===== config.mk =====
export PLATFORM = sky130hd
export DESIGN_NAME = dual_channel_sliding_median_core
export DESIGN_NICKNAME = d
export VERILOG_FILES = /design/src/design/dcsm_pkg.sv /design/src/design/dual_channel_sliding_median_core.sv /design/src/design/dcsm_front.sv /design/src/design/dcsm_fifo.sv /design/src/design/dcsm_back.sv
export SDC_FILE = /design/constraint.sdc
export NUM_CORES = 1
export LEC_CHECK = 0
export BUFFER_PORTS_ARGS = -buffer_cell sky130_fd_sc_hd__buf_4
export CAP_MARGIN = 40
export CORE_UTILIZATION = 60
export CTS_CLUSTER_DIAMETER = 50
export DETAILED_ROUTE_END_ITERATION = 8
export GPL_ROUTABILITY_DRIVEN = 0
export GPL_TIMING_DRIVEN = 0
export PLACE_DENSITY = 0.77
export SYNTH_ARGS = -nofsm -noshare
export SYNTH_HDL_FRONTEND = slang
export SYNTH_HIERARCHICAL = 1
export SYNTH_SLANG_ARGS = --single-unit

===== constraint.sdc =====
create_clock -name clk -period 9.8 [get_ports clk]
set_clock_uncertainty 0.05 [all_clocks]
set_input_delay 1.96 -clock clk [delete_from_list [all_inputs] [get_ports clk]]
set_output_delay 1.96 -clock clk [all_outputs]
set_load 0.1 [all_outputs]

===== src/design/dcsm_pkg.sv =====
// ----------------------------------------------------------------------------
// dcsm_pkg: shared definitions for the dual-channel sliding median
// Window geometry, sample width, queue sizing and the queue entry type.
// ----------------------------------------------------------------------------
package dcsm_pkg;

  // Window and sample geometry.
  localparam int WINDOW_SIZE = 5;
  localparam int SAMPLE_BITS = 12;

  // Index width into a window, and count width that can hold WINDOW_SIZE itself.
  localparam int POS_W = (WINDOW_SIZE > 1) ? $clog2(WINDOW_SIZE) : 1;
  localparam int CNT_W = $clog2(WINDOW_SIZE + 1);

  // Position of the median in the sorted window (upper median for even sizes).
  localparam int MED_IDX = WINDOW_SIZE / 2;

  // Request queue between the front and back parts.
  localparam int FIFO_DEPTH = 4;
  localparam int FIFO_PTR_W = 2;
  localparam int FIFO_CNT_W = 3;

  typedef logic [SAMPLE_BITS-1:0] sample_t;
  typedef logic [POS_W-1:0]       pos_t;
  typedef logic [CNT_W-1:0]       cnt_t;

  // One classified request: both samples, the slot they go to, and whether
  // the window is full once they are written.
  typedef struct packed {
    sample_t left;
    sample_t right;
    pos_t    pos;
    logic    full;
  } dcsm_entry_t;

endpackage


===== src/design/dual_channel_sliding_median_core.sv =====
// ----------------------------------------------------------------------------
// dual_channel_sliding_median_core: two-channel sliding-window median filter
// Keeps a circular window per channel and reports both window medians.
// ----------------------------------------------------------------------------
// Usage:
//   The input channel carries one left and one right sample per request
//   (in_valid / in_stall). Every request yields exactly one result on the
//   output channel (out_valid / out_stall): both held medians and
//   out_window_ready, which is 1 once the window has filled.
//   Before the window first fills the medians read zero.
//   Flow: once the back end is idle, a request is popped from the queue and
//   written into both windows, is ranked over all WINDOW_SIZE slots (one
//   candidate slot a cycle, both channels in parallel) and is loaded into the
//   output register once the output slot is free; the ranking is skipped
//   before the window fills. The back end works on one request at a time and
//   pops the next only after the previous result is handed to the output.
//   A four-entry request queue takes new requests while the back end works.
//   Reset clears the slot pointer, fill count, queue and held medians.
//   While the receiver stalls, the result holds steady; the queue fills and
//   then in_stall rises.
// ----------------------------------------------------------------------------
module dual_channel_sliding_median_core (
  input  logic              clk,
  input  logic              rst_n,
  input  logic              in_valid,
  output logic              in_stall,
  input  dcsm_pkg::sample_t in_left_sample,
  input  dcsm_pkg::sample_t in_right_sample,
  output logic              out_valid,
  input  logic              out_stall,
  output dcsm_pkg::sample_t out_left_median,
  output dcsm_pkg::sample_t out_right_median,
  output logic              out_window_ready
);
  import dcsm_pkg::*;

  logic        q_push, q_pop, q_full, q_empty;
  dcsm_entry_t q_data, q_head;

  // Intake and classification.
  dcsm_front u_front (
    .clk             (clk),
    .rst_n           (rst_n),
    .in_valid        (in_valid),
    .in_stall        (in_stall),
    .in_left_sample  (in_left_sample),
    .in_right_sample (in_right_sample),
    .q_full          (q_full),
    .q_push          (q_push),
    .q_data          (q_data)
  );

  // Request queue.
  dcsm_fifo u_fifo (
    .clk       (clk),
    .rst_n     (rst_n),
    .push      (q_push),
    .push_data (q_data),
    .pop       (q_pop),
    .full      (q_full),
    .empty     (q_empty),
    .head      (q_head)
  );

  // Window storage, median ranking and output register.
  dcsm_back u_back (
    .clk              (clk),
    .rst_n            (rst_n),
    .q_empty          (q_empty),
    .q_head           (q_head),
    .q_pop            (q_pop),
    .out_valid        (out_valid),
    .out_stall        (out_stall),
    .out_left_median  (out_left_median),
    .out_right_median (out_right_median),
    .out_window_ready (out_window_ready)
  );

  // The back end never pops an empty queue.
  a_pop_nonempty: assert property (@(posedge clk) disable iff (!rst_n)
    q_pop |-> !q_empty)
    else $error("request popped from empty queue");

  // A result from a window that is not yet full carries zero medians.
  a_zero_before_full: assert property (@(posedge clk) disable iff (!rst_n)
    (out_valid && !out_window_ready) |->
      (out_left_median == '0) && (out_right_median == '0))
    else $error("nonzero median before window filled");

  // A request pushed without a pop in the same cycle leaves the queue nonempty.
  a_full_stalls: assert property (@(posedge clk) disable iff (!rst_n)
    (q_push && !q_pop) |=> !q_empty)
    else $error("pushed request lost from queue");

endmodule


===== src/design/dcsm_front.sv =====
// ----------------------------------------------------------------------------
// dcsm_front: request intake and classification
// Accepts sample pairs, assigns each its window slot and tags whether the
// window is full after it, then pushes the tagged request into the queue.
// ----------------------------------------------------------------------------
module dcsm_front (
  input  logic                  clk,
  input  logic                  rst_n,
  input  logic                  in_valid,
  output logic                  in_stall,
  input  dcsm_pkg::sample_t     in_left_sample,
  input  dcsm_pkg::sample_t     in_right_sample,
  input  logic                  q_full,
  output logic                  q_push,
  output dcsm_pkg::dcsm_entry_t q_data
);
  import dcsm_pkg::*;

  localparam pos_t LAST_POS = POS_W'(WINDOW_SIZE - 1);
  localparam cnt_t FULL_CNT = CNT_W'(WINDOW_SIZE);
  localparam cnt_t PRE_FULL = CNT_W'(WINDOW_SIZE - 1);

  pos_t pos_r, pos_nxt;
  cnt_t fill_r, fill_nxt;

  // Back-pressure comes straight from the queue.
  assign in_stall = q_full;
  assign q_push   = in_valid && !in_stall;

  // Tag the request with its slot and the window state after it.
  assign q_data.left  = in_left_sample;
  assign q_data.right = in_right_sample;
  assign q_data.pos   = pos_r;
  assign q_data.full  = (fill_r == PRE_FULL) || (fill_r == FULL_CNT);

  // Slot pointer wraps at the window size; fill count saturates there.
  always_comb begin
    pos_nxt  = pos_r;
    fill_nxt = fill_r;
    if (q_push) begin
      pos_nxt = (pos_r == LAST_POS) ? '0 : pos_r + POS_W'(1);
      if (fill_r != FULL_CNT) begin
        fill_nxt = fill_r + CNT_W'(1);
      end
    end
  end

  always_ff @(posedge clk) begin
    if (!rst_n) begin
      pos_r  <= '0;
      fill_r <= '0;
    end else begin
      pos_r  <= pos_nxt;
      fill_r <= fill_nxt;
    end
  end

endmodule


===== src/design/dcsm_fifo.sv =====
// ----------------------------------------------------------------------------
// dcsm_fifo: request queue between front and back
// A small register queue that lets the front keep taking requests while the
// back is busy computing medians or waiting on its receiver.
// ----------------------------------------------------------------------------
module dcsm_fifo (
  input  logic                  clk,
  input  logic                  rst_n,
  input  logic                  push,
  input  dcsm_pkg::dcsm_entry_t push_data,
  input  logic                  pop,
  output logic                  full,
  output logic                  empty,
  output dcsm_pkg::dcsm_entry_t head
);
  import dcsm_pkg::*;

  dcsm_entry_t               mem_r [FIFO_DEPTH];
  logic [FIFO_PTR_W-1:0]     wr_ptr_r, wr_ptr_nxt;
  logic [FIFO_PTR_W-1:0]     rd_ptr_r, rd_ptr_nxt;
  logic [FIFO_CNT_W-1:0]     cnt_r, cnt_nxt;

  assign full  = (cnt_r == FIFO_CNT_W'(FIFO_DEPTH));
  assign empty = (cnt_r == '0);
  assign head  = mem_r[rd_ptr_r];

  // Pointer and occupancy update.
  always_comb begin
    wr_ptr_nxt = push ? wr_ptr_r + FIFO_PTR_W'(1) : wr_ptr_r;
    rd_ptr_nxt = pop ? rd_ptr_r + FIFO_PTR_W'(1) : rd_ptr_r;
    cnt_nxt    = cnt_r;
    if (push && !pop) begin
      cnt_nxt = cnt_r + FIFO_CNT_W'(1);
    end else if (pop && !push) begin
      cnt_nxt = cnt_r - FIFO_CNT_W'(1);
    end
  end

  always_ff @(posedge clk) begin
    if (!rst_n) begin
      wr_ptr_r <= '0;
      rd_ptr_r <= '0;
      cnt_r    <= '0;
    end else begin
      wr_ptr_r <= wr_ptr_nxt;
      rd_ptr_r <= rd_ptr_nxt;
      cnt_r    <= cnt_nxt;
    end
  end

  // Entry storage needs no reset.
  always_ff @(posedge clk) begin
    if (push) begin
      mem_r[wr_ptr_r] <= push_data;
    end
  end

endmodule


===== src/design/dcsm_back.sv =====
// ----------------------------------------------------------------------------
// dcsm_back: window storage and median sequencer
// Pops requests, writes both windows, ranks one candidate slot per cycle
// against the window, once full, and presents the held medians on the output.
// ----------------------------------------------------------------------------
module dcsm_back (
  input  logic                  clk,
  input  logic                  rst_n,
  input  logic                  q_empty,
  input  dcsm_pkg::dcsm_entry_t q_head,
  output logic                  q_pop,
  output logic                  out_valid,
  input  logic                  out_stall,
  output dcsm_pkg::sample_t     out_left_median,
  output dcsm_pkg::sample_t     out_right_median,
  output logic                  out_window_ready
);
  import dcsm_pkg::*;

  localparam logic [1:0] ST_IDLE = 2'd0;
  localparam logic [1:0] ST_SCAN = 2'd1;
  localparam logic [1:0] ST_EMIT = 2'd2;

  localparam pos_t LAST_POS = POS_W'(WINDOW_SIZE - 1);
  localparam cnt_t MED_CNT  = CNT_W'(MED_IDX);

  logic [1:0] state_r, state_nxt;
  pos_t       cand_r, cand_nxt;
  logic       full_r, full_nxt;
  sample_t    hold_l_r, hold_l_nxt;
  sample_t    hold_r_r, hold_r_nxt;
  logic       out_valid_r, out_valid_nxt;
  logic       out_ready_r;
  sample_t    out_l_r, out_r_r;

  sample_t    lwin_r [WINDOW_SIZE];
  sample_t    rwin_r [WINDOW_SIZE];

  sample_t    cand_l, cand_r_val;
  cnt_t       lt_l, le_l, lt_r, le_r;
  logic       hit_l, hit_r;
  logic       slot_free;

  assign out_valid        = out_valid_r;
  assign out_left_median  = out_l_r;
  assign out_right_median = out_r_r;
  assign out_window_ready = out_ready_r;

  assign slot_free = !out_valid_r || !out_stall;
  assign q_pop     = (state_r == ST_IDLE) && !q_empty;

  // Rank the candidate slot: it holds the median when fewer than MED_IDX+1
  // entries lie below it and more than MED_IDX lie at or below it.
  always_comb begin
    cand_l     = lwin_r[cand_r];
    cand_r_val = rwin_r[cand_r];
    lt_l = '0;
    le_l = '0;
    lt_r = '0;
    le_r = '0;
    for (int j = 0; j < WINDOW_SIZE; j++) begin
      if (lwin_r[j] < cand_l)      lt_l = lt_l + CNT_W'(1);
      if (lwin_r[j] <= cand_l)     le_l = le_l + CNT_W'(1);
      if (rwin_r[j] < cand_r_val)  lt_r = lt_r + CNT_W'(1);
      if (rwin_r[j] <= cand_r_val) le_r = le_r + CNT_W'(1);
    end
    hit_l = (lt_l <= MED_CNT) && (le_l > MED_CNT);
    hit_r = (lt_r <= MED_CNT) && (le_r > MED_CNT);
  end

  // Sequencer: pop, optional scan over all slots, then hand off the result.
  always_comb begin
    state_nxt     = state_r;
    cand_nxt      = cand_r;
    full_nxt      = full_r;
    hold_l_nxt    = hold_l_r;
    hold_r_nxt    = hold_r_r;
    out_valid_nxt = out_valid_r;
    if (out_valid_r && !out_stall) begin
      out_valid_nxt = 1'b0;
    end
    case (state_r)
      ST_IDLE: begin
        if (!q_empty) begin
          full_nxt  = q_head.full;
          cand_nxt  = '0;
          state_nxt = q_head.full ? ST_SCAN : ST_EMIT;
        end
      end
      ST_SCAN: begin
        if (hit_l) hold_l_nxt = cand_l;
        if (hit_r) hold_r_nxt = cand_r_val;
        if (cand_r == LAST_POS) begin
          state_nxt = ST_EMIT;
        end else begin
          cand_nxt = cand_r + POS_W'(1);
        end
      end
      ST_EMIT: begin
        if (slot_free) begin
          out_valid_nxt = 1'b1;
          state_nxt     = ST_IDLE;
        end
      end
      default: begin
        state_nxt = ST_IDLE;
      end
    endcase
  end

  always_ff @(posedge clk) begin
    if (!rst_n) begin
      state_r     <= ST_IDLE;
      cand_r      <= '0;
      full_r      <= 1'b0;
      hold_l_r    <= '0;
      hold_r_r    <= '0;
      out_valid_r <= 1'b0;
    end else begin
      state_r     <= state_nxt;
      cand_r      <= cand_nxt;
      full_r      <= full_nxt;
      hold_l_r    <= hold_l_nxt;
      hold_r_r    <= hold_r_nxt;
      out_valid_r <= out_valid_nxt;
    end
  end

  // Output payload loads when a result is handed off.
  always_ff @(posedge clk) begin
    if ((state_r == ST_EMIT) && slot_free) begin
      out_l_r     <= hold_l_r;
      out_r_r     <= hold_r_r;
      out_ready_r <= full_r;
    end
  end

  // Window storage: each popped request writes its slot in both windows.
  always_ff @(posedge clk) begin
    if (q_pop) begin
      lwin_r[q_head.pos] <= q_head.left;
      rwin_r[q_head.pos] <= q_head.right;
    end
  end

endmodule

# ---- Yosys cells after proc, flatten, opt, wreduce, memory -nomap -nowiden
# Memories as Yosys holds them, arrays and structs flattened. A register that Yosys moved wholly into a read port is not among the register bits.
# Index checks and enable logic that the tools add are counted.
dict set report word_totals {
  regBits 69
  latch_bits 0
  ramBits 232
  mem_bits_ro 0
  out_inout_bits 27
  memories 3
}
dict set report classes {
  n_addsub 23
  mul 0
  div 0
  magnitude_cmp 24
  eq_ne 12
  shifts 0
  n_mux 44
  n_bitwise 1
  reduce_logical 26
}
# memory words width rd rd_clocked_by_memory_dff wr line
set memory_table {}
lappend memory_table {u_fifo.mem_r 4 28 1 1 1 dcsm_fifo.sv:18} ;# dcsm_entry_t mem_r [FIFO_DEPTH];
lappend memory_table {u_back.lwin_r 5 12 6 1 1 dcsm_back.sv:36} ;# sample_t lwin_r [WINDOW_SIZE];
lappend memory_table {u_back.rwin_r 5 12 6 1 1 dcsm_back.sv:37} ;# sample_t rwin_r [WINDOW_SIZE];
# cell n
set ops {}
lappend ops {{<= comparator 12 bit} 10}
lappend ops {{less-than comparator 12 bit} 10}
lappend ops {{2-to-1 mux 3 bit} 25}
lappend ops {{adder 3 x 1 -> 3 bit (second input constant)} 16}
lappend ops {{== test 3 bit (second input constant)} 5}
lappend ops {{2-to-1 mux 2 bit} 6}
lappend ops {{2-to-1 mux 1 bit} 11}
lappend ops {{adder 1 x 1 -> 2 bit (second input constant)} 4}
lappend ops {{logical AND 1 bit} 8}
lappend ops {{AND reduction 2 bit} 4}
lappend ops {{> comparator 3 x 2 -> 1 bit (second input constant)} 2}
lappend ops {{<= comparator 3 x 2 -> 1 bit (second input constant)} 2}
lappend ops {{zero test 1 bit} 6}
lappend ops {{one-hot mux 2 bit (3 select lines)} 1}
lappend ops {{one-hot mux 3 bit (2 select lines)} 1}
lappend ops {{AND reduction 3 bit} 2}
lappend ops {{adder 2 x 1 -> 2 bit (second input constant)} 2}
lappend ops {{!= test 2 x 1 -> 1 bit (second input constant)} 2}
lappend ops {{!= test 2 bit (second input constant)} 2}
lappend ops {{nonzero test 2 bit} 2}
lappend ops {{zero test 3 bit} 1}
lappend ops {{!= test 3 bit (second input constant)} 1}
lappend ops {{subtractor 3 x 1 -> 3 bit (second input constant)} 1}
lappend ops {{== test 2 x 1 -> 1 bit (second input constant)} 1}
lappend ops {{other kinds (4)} 5}

# ---- Depth between registers and ports, before layout
# An unclocked memory read counts as a cell.
dict set report logic_depth {
  word_depth 14
  mapped_depth 28
}

# ---- By module
# The synthesis kept the hierarchy.
# module instances cells_per_inst area_each_um2
set by_module_without_submodules {}
lappend by_module_without_submodules {dcsm_back 1 886 12872.3}
lappend by_module_without_submodules {dcsm_fifo 1 189 4535.6}
lappend by_module_without_submodules {dcsm_front 1 63 561.8}

# ---- Worst setup path before layout
# Ideal clock, no wire load.
dict set report synth_timing {
  kind {register to register}
  start {register with a tool-made name}
  end {register u_back.hold_l_r[10]}
  setup_time_ns 0.086
  arrival_ns 6.299
  path_slack_ns 3.366
  stages_incl_launch_ff 26
  synth_period_minus_slack_ns 6.434
  path_cell_list {dfxtp_1 -> buf_2 -> buf_1 -> mux4_2 -> mux2i_1 -> ha_1 -> a21o_1 -> a21o_1 -> a21o_1 -> a21oi_1 -> nor2b_1 -> o21ai_0 -> nand2b_1 -> a221o_1 -> inv_1 -> ha_1 -> or4_1 -> nand2_1 -> ha_1 -> mux2_2 -> ha_1 -> xnor3_1 -> a32o_1 -> and3_1 -> buf_4 -> a211oi_1}
}
# item line
set synth_rtl {}
lappend synth_rtl {{end signal, assigned} dcsm_back.sv:123} ;# hold_l_r <= hold_l_nxt;
lappend synth_rtl {{end, declared} dcsm_back.sv:30} ;# sample_t hold_l_r, hold_l_nxt;

==> flow_summary.yaml <==
status:
  status: "finished, final reports clean"
sta:
  finalSetupViolations: 0
  tightest_slew_ps: 928
  fin_crit_ps: 7370
  rsz0062_at_grt: "false"
  fin_crit_sh: 0.752
  slew_viol_final: 0
  setup-tns-final_ps: 0
  slew_headroom: 0.378
  fmax_ghz: 0.136
  final_hold_viol_count: 0
floorplan:
  pin_count: 55
  die-width_um: 175
  rows: 62
  die-height_um: 175
  fp.coreArea_sq_mm: 0.0291
  start_util: 0.618
  die-area_sq_mm: 0.0306
logic_synthesis:
  yosysSeqAreaShare: 0.604
  async_flop_share: 0
  synth_area_per_cell_sq_um: 15.8
  synth_top_cell_by_area: "edfxtp_1"
  synth_top_area_frac: 0.550
  synth_seq_cells: 378
  synth_area_sq_mm: 0.0180
  synth_ff_type: "edfxtp_1"
  syn-num-nets: 1315
  synth_area_leaders: "edfxtp_1 (55%), ha_1 (10%), mux4_2 (8.5%)"
  synthCells: 1138
  synth_cell_type_count: 73
  ys_warn_count: 6
  synth_edf_count: 329
worst_setup_path:
  r2r_slack_ps: 2430
  max_stage_delay_ps: 670
  cpLargestDelayFamily: "multiplexers"
  startpoint_type: "flip-flop"
  cp_cell_sequence: "buf_2 > buf_1 > mux4_2 > mux2i_1 > ha_1 > a21o_1 > a21o_1 > a21oi_1 > nor2b_1 > o21ai_0 > nand2b_1 > a221o_1 > inv_1 > ha_1 > or4_1 > nand2_1 > ha_1 > mux2_2 > ha_1 > xnor3_1 > a32o_1 > and3_1 > buf_4 > a211oi_1"
  path_buf_inv: 4
  reg2reg_to: "u_back/hold_l_r[5]$_SDFFE_PN0P_"
  crit_path_max_fanout: 10
  arrival_ps: 7750
  worstPathRequired_ps: 10180
  crit_slowest_cell: "mux2i_1"
  end_kind: "flip-flop"
  rr_worst_depth: 24
  worstSetupPathType: "reg -> reg"
  cpMostUsedCell: "ha_1"
clock_network:
  hold_buffers: 0
  cts_root_buffer: "clkbuf_16"
  post-cts-setup-buffers: 0
  insertion_delay_ps: 530
  cts_buffer_depth: 3
  cts.clk_slew.worst_paths_ps: 60
  cts_tree: "built"
  cts_sinks: 378
  post_cts_resized: 0
  htreeDepth: 2
  cts_buffers: 40
global_route:
  antenna_found_initial: 0
  grt_pass1_vias: 10100
  grt_start_max_net_pins: 29
  grt_use_total: 0.244
  grt_remaining_overflow: 0
  grt_pass1_wl_um: 56500
worst_hold_path:
  min_path_cells: 0
  worstHoldPathType: "reg -> reg"
  min_from: "u_back/hold_r_r[10]$_SDFFE_PN0P_"
  whs_endpoint: "u_back/out_right_median[10]$_DFFE_PP_"
layout:
  nNetsFinal: 1408
  regArea_sq_mm: 0.0109
  final_util: 0.698
  multiInputGateArea_sq_mm: 0.00665
  insertedDiodeCount: 0
  syn2layout_area_growth_pct: 13.0
  fill_cells: 1877
  drive_above_1_share: 0.211
routing:
  wirelength_um: 36500
  wl_per_cell_um: 22.2
  ant_nets: 0
  firstDrtPassIters: 5
  drt_iter0_markers: 966
  vias: 10200
  drc: 0
  via_per_inst: 6.19
flow_run:
  max_cap_viol_count: 0
power:
  vdd_drop_max_mv: 0.167
  p_leak_uw: 0.00740
  powerDensity_mw_per_mm2: 327
placement:
  dpl.hpwl_um: 25300
  port_buffers: 30
placed cells by master (no fill, tap or decap), drive strengths merged, types with 19 or more instances in the layout:
cell type / instances
o21ai: 22
and2: 22
mux2i: 31
clkinv: 19
nor2: 44
nand2: 45
dfxtp: 49
buf: 97
inv: 40
nand4: 31
edfxtp: 329
mux4: 76
clkbuf: 54
a21oi: 41
a21o: 26
ha: 148
stage by stage:
stage	power (uW)	cell area [sq um]	std cells	hold slack [ps]	setup slack (ps)
final	6640	20300	1645	374	2430
after global placement	4980	18700	1552	356	2280
after global routing	7020	20300	1645	383	1870
after detailed placement	5150	19000	1572	359	2380
after floorplan	4420	18000	1138	350	3370
after CTS	6660	20300	1644	375	2310
metal layers:
layer  up-vias  wire length (um)  GRT usage
met5         -                 0          0
li1       4667                 -          -
met3        66              2640     0.0350
met1      5060             15600      0.343
met2       392             17500      0.399
met4         0               849     0.0732
cells by family (layout without fill, tap and decap cells):
group / Yosys count / count (layout) / share of synthesized area
xor+xnor: 18 / 18 / 0.0116
simple gates: 226 / 226 / 0.0668
fa+ha+maj: 149 / 149 / 0.104
compound gates: 154 / 154 / 0.0592
flops: 378 / 378 / 0.604
buf+inv: 91 / 214 / 0.0281
mux: 122 / 122 / 0.126
layout make-up:
class,count,area share
well taps,384,0.0237
clock inverters,26,0.0112
multi-input cells,669,0.328
plain buffers,54,0.0181
flip-flops and latches,378,0.535
repair buffers,51,0.0249
inverters,37,0.00684
clock buffers,46,0.0529
worst register-to-register path, cell delays in order (launching register included):
cell and delay, ps:
dfxtp_1 350, buf_2 380, buf_1 670, mux4_2 620
mux2i_1 670, ha_1 390, a21o_1 160, a21o_1 180
a21oi_1 140, nor2b_1 70, o21ai_0 150, nand2b_1 80
a221o_1 350, inv_1 100, ha_1 290, or4_1 610
nand2_1 110, ha_1 230, mux2_2 270, ha_1 180
xnor3_1 340, a32o_1 240, and3_1 200, buf_4 180
a211oi_1 250
power breakdown:
| group | internal [uW] | switching, uW |
|---|---|---|
| logic | 1200 | 1670 |
| registers | 2180 | 123 |
| clock network | 869 | 603 |
| total | 4240 | 2400 |
worst max-delay path by stage:
stage / endpoint / slack (ps) / cells past startpoint
floorplan: u_back/hold_l_r[10]$_SDFFE_PN0P_ / 3370 / 25
detailed placement: u_back/hold_l_r[5]$_SDFFE_PN0P_ / 2380 / 24
global route: u_back/hold_l_r[1]$_SDFFE_PN0P_ / 1870 / 24
finish: u_back/hold_l_r[5]$_SDFFE_PN0P_ / 2430 / 24
CTS: u_back/hold_l_r[5]$_SDFFE_PN0P_ / 2310 / 24
global placement: u_back/hold_l_r[1]$_SDFFE_PN0P_ / 2280 / 25
cell usage after synthesis (all sizes together) (5+ instances only):
library cell	instances
edfxtp	329
ha	148
mux4	76
dfxtp	49
buf	46
nand2	45
nor2	44
a21oi	41
inv	37
mux2i	31
nand4	31
a21o	26
and2	22
o21ai	22
a31oi	18
nor2b	18
mux2	15
nand2b	14
nand3	14
a211oi	12
nor3	12
clkbuf	8
xnor2	8
xor2	7
o21a	5
or2	5
state kept, by name (all words and copies together), names as in the netlist, 2 cells and up, named ones only:
| register | count |
|---|---|
| u_back/out_right_median | 12 |
| u_front/pos_r | 3 |
| u_fifo/cnt_r | 3 |
| u_back/out_left_median | 12 |
| u_front/fill_r | 3 |
| u_fifo/mem_r | 112 |
| u_back/state_r | 2 |
| u_back/hold_l_r | 12 |
| u_back/rwin_r | 96 |
| u_fifo/rd_ptr_r | 2 |
| u_fifo/wr_ptr_r | 2 |
| u_back/cand_r | 3 |
| u_back/lwin_r | 96 |
| u_back/hold_r_r | 12 |
Note: power is estimated with default switching activity, not from simulation.
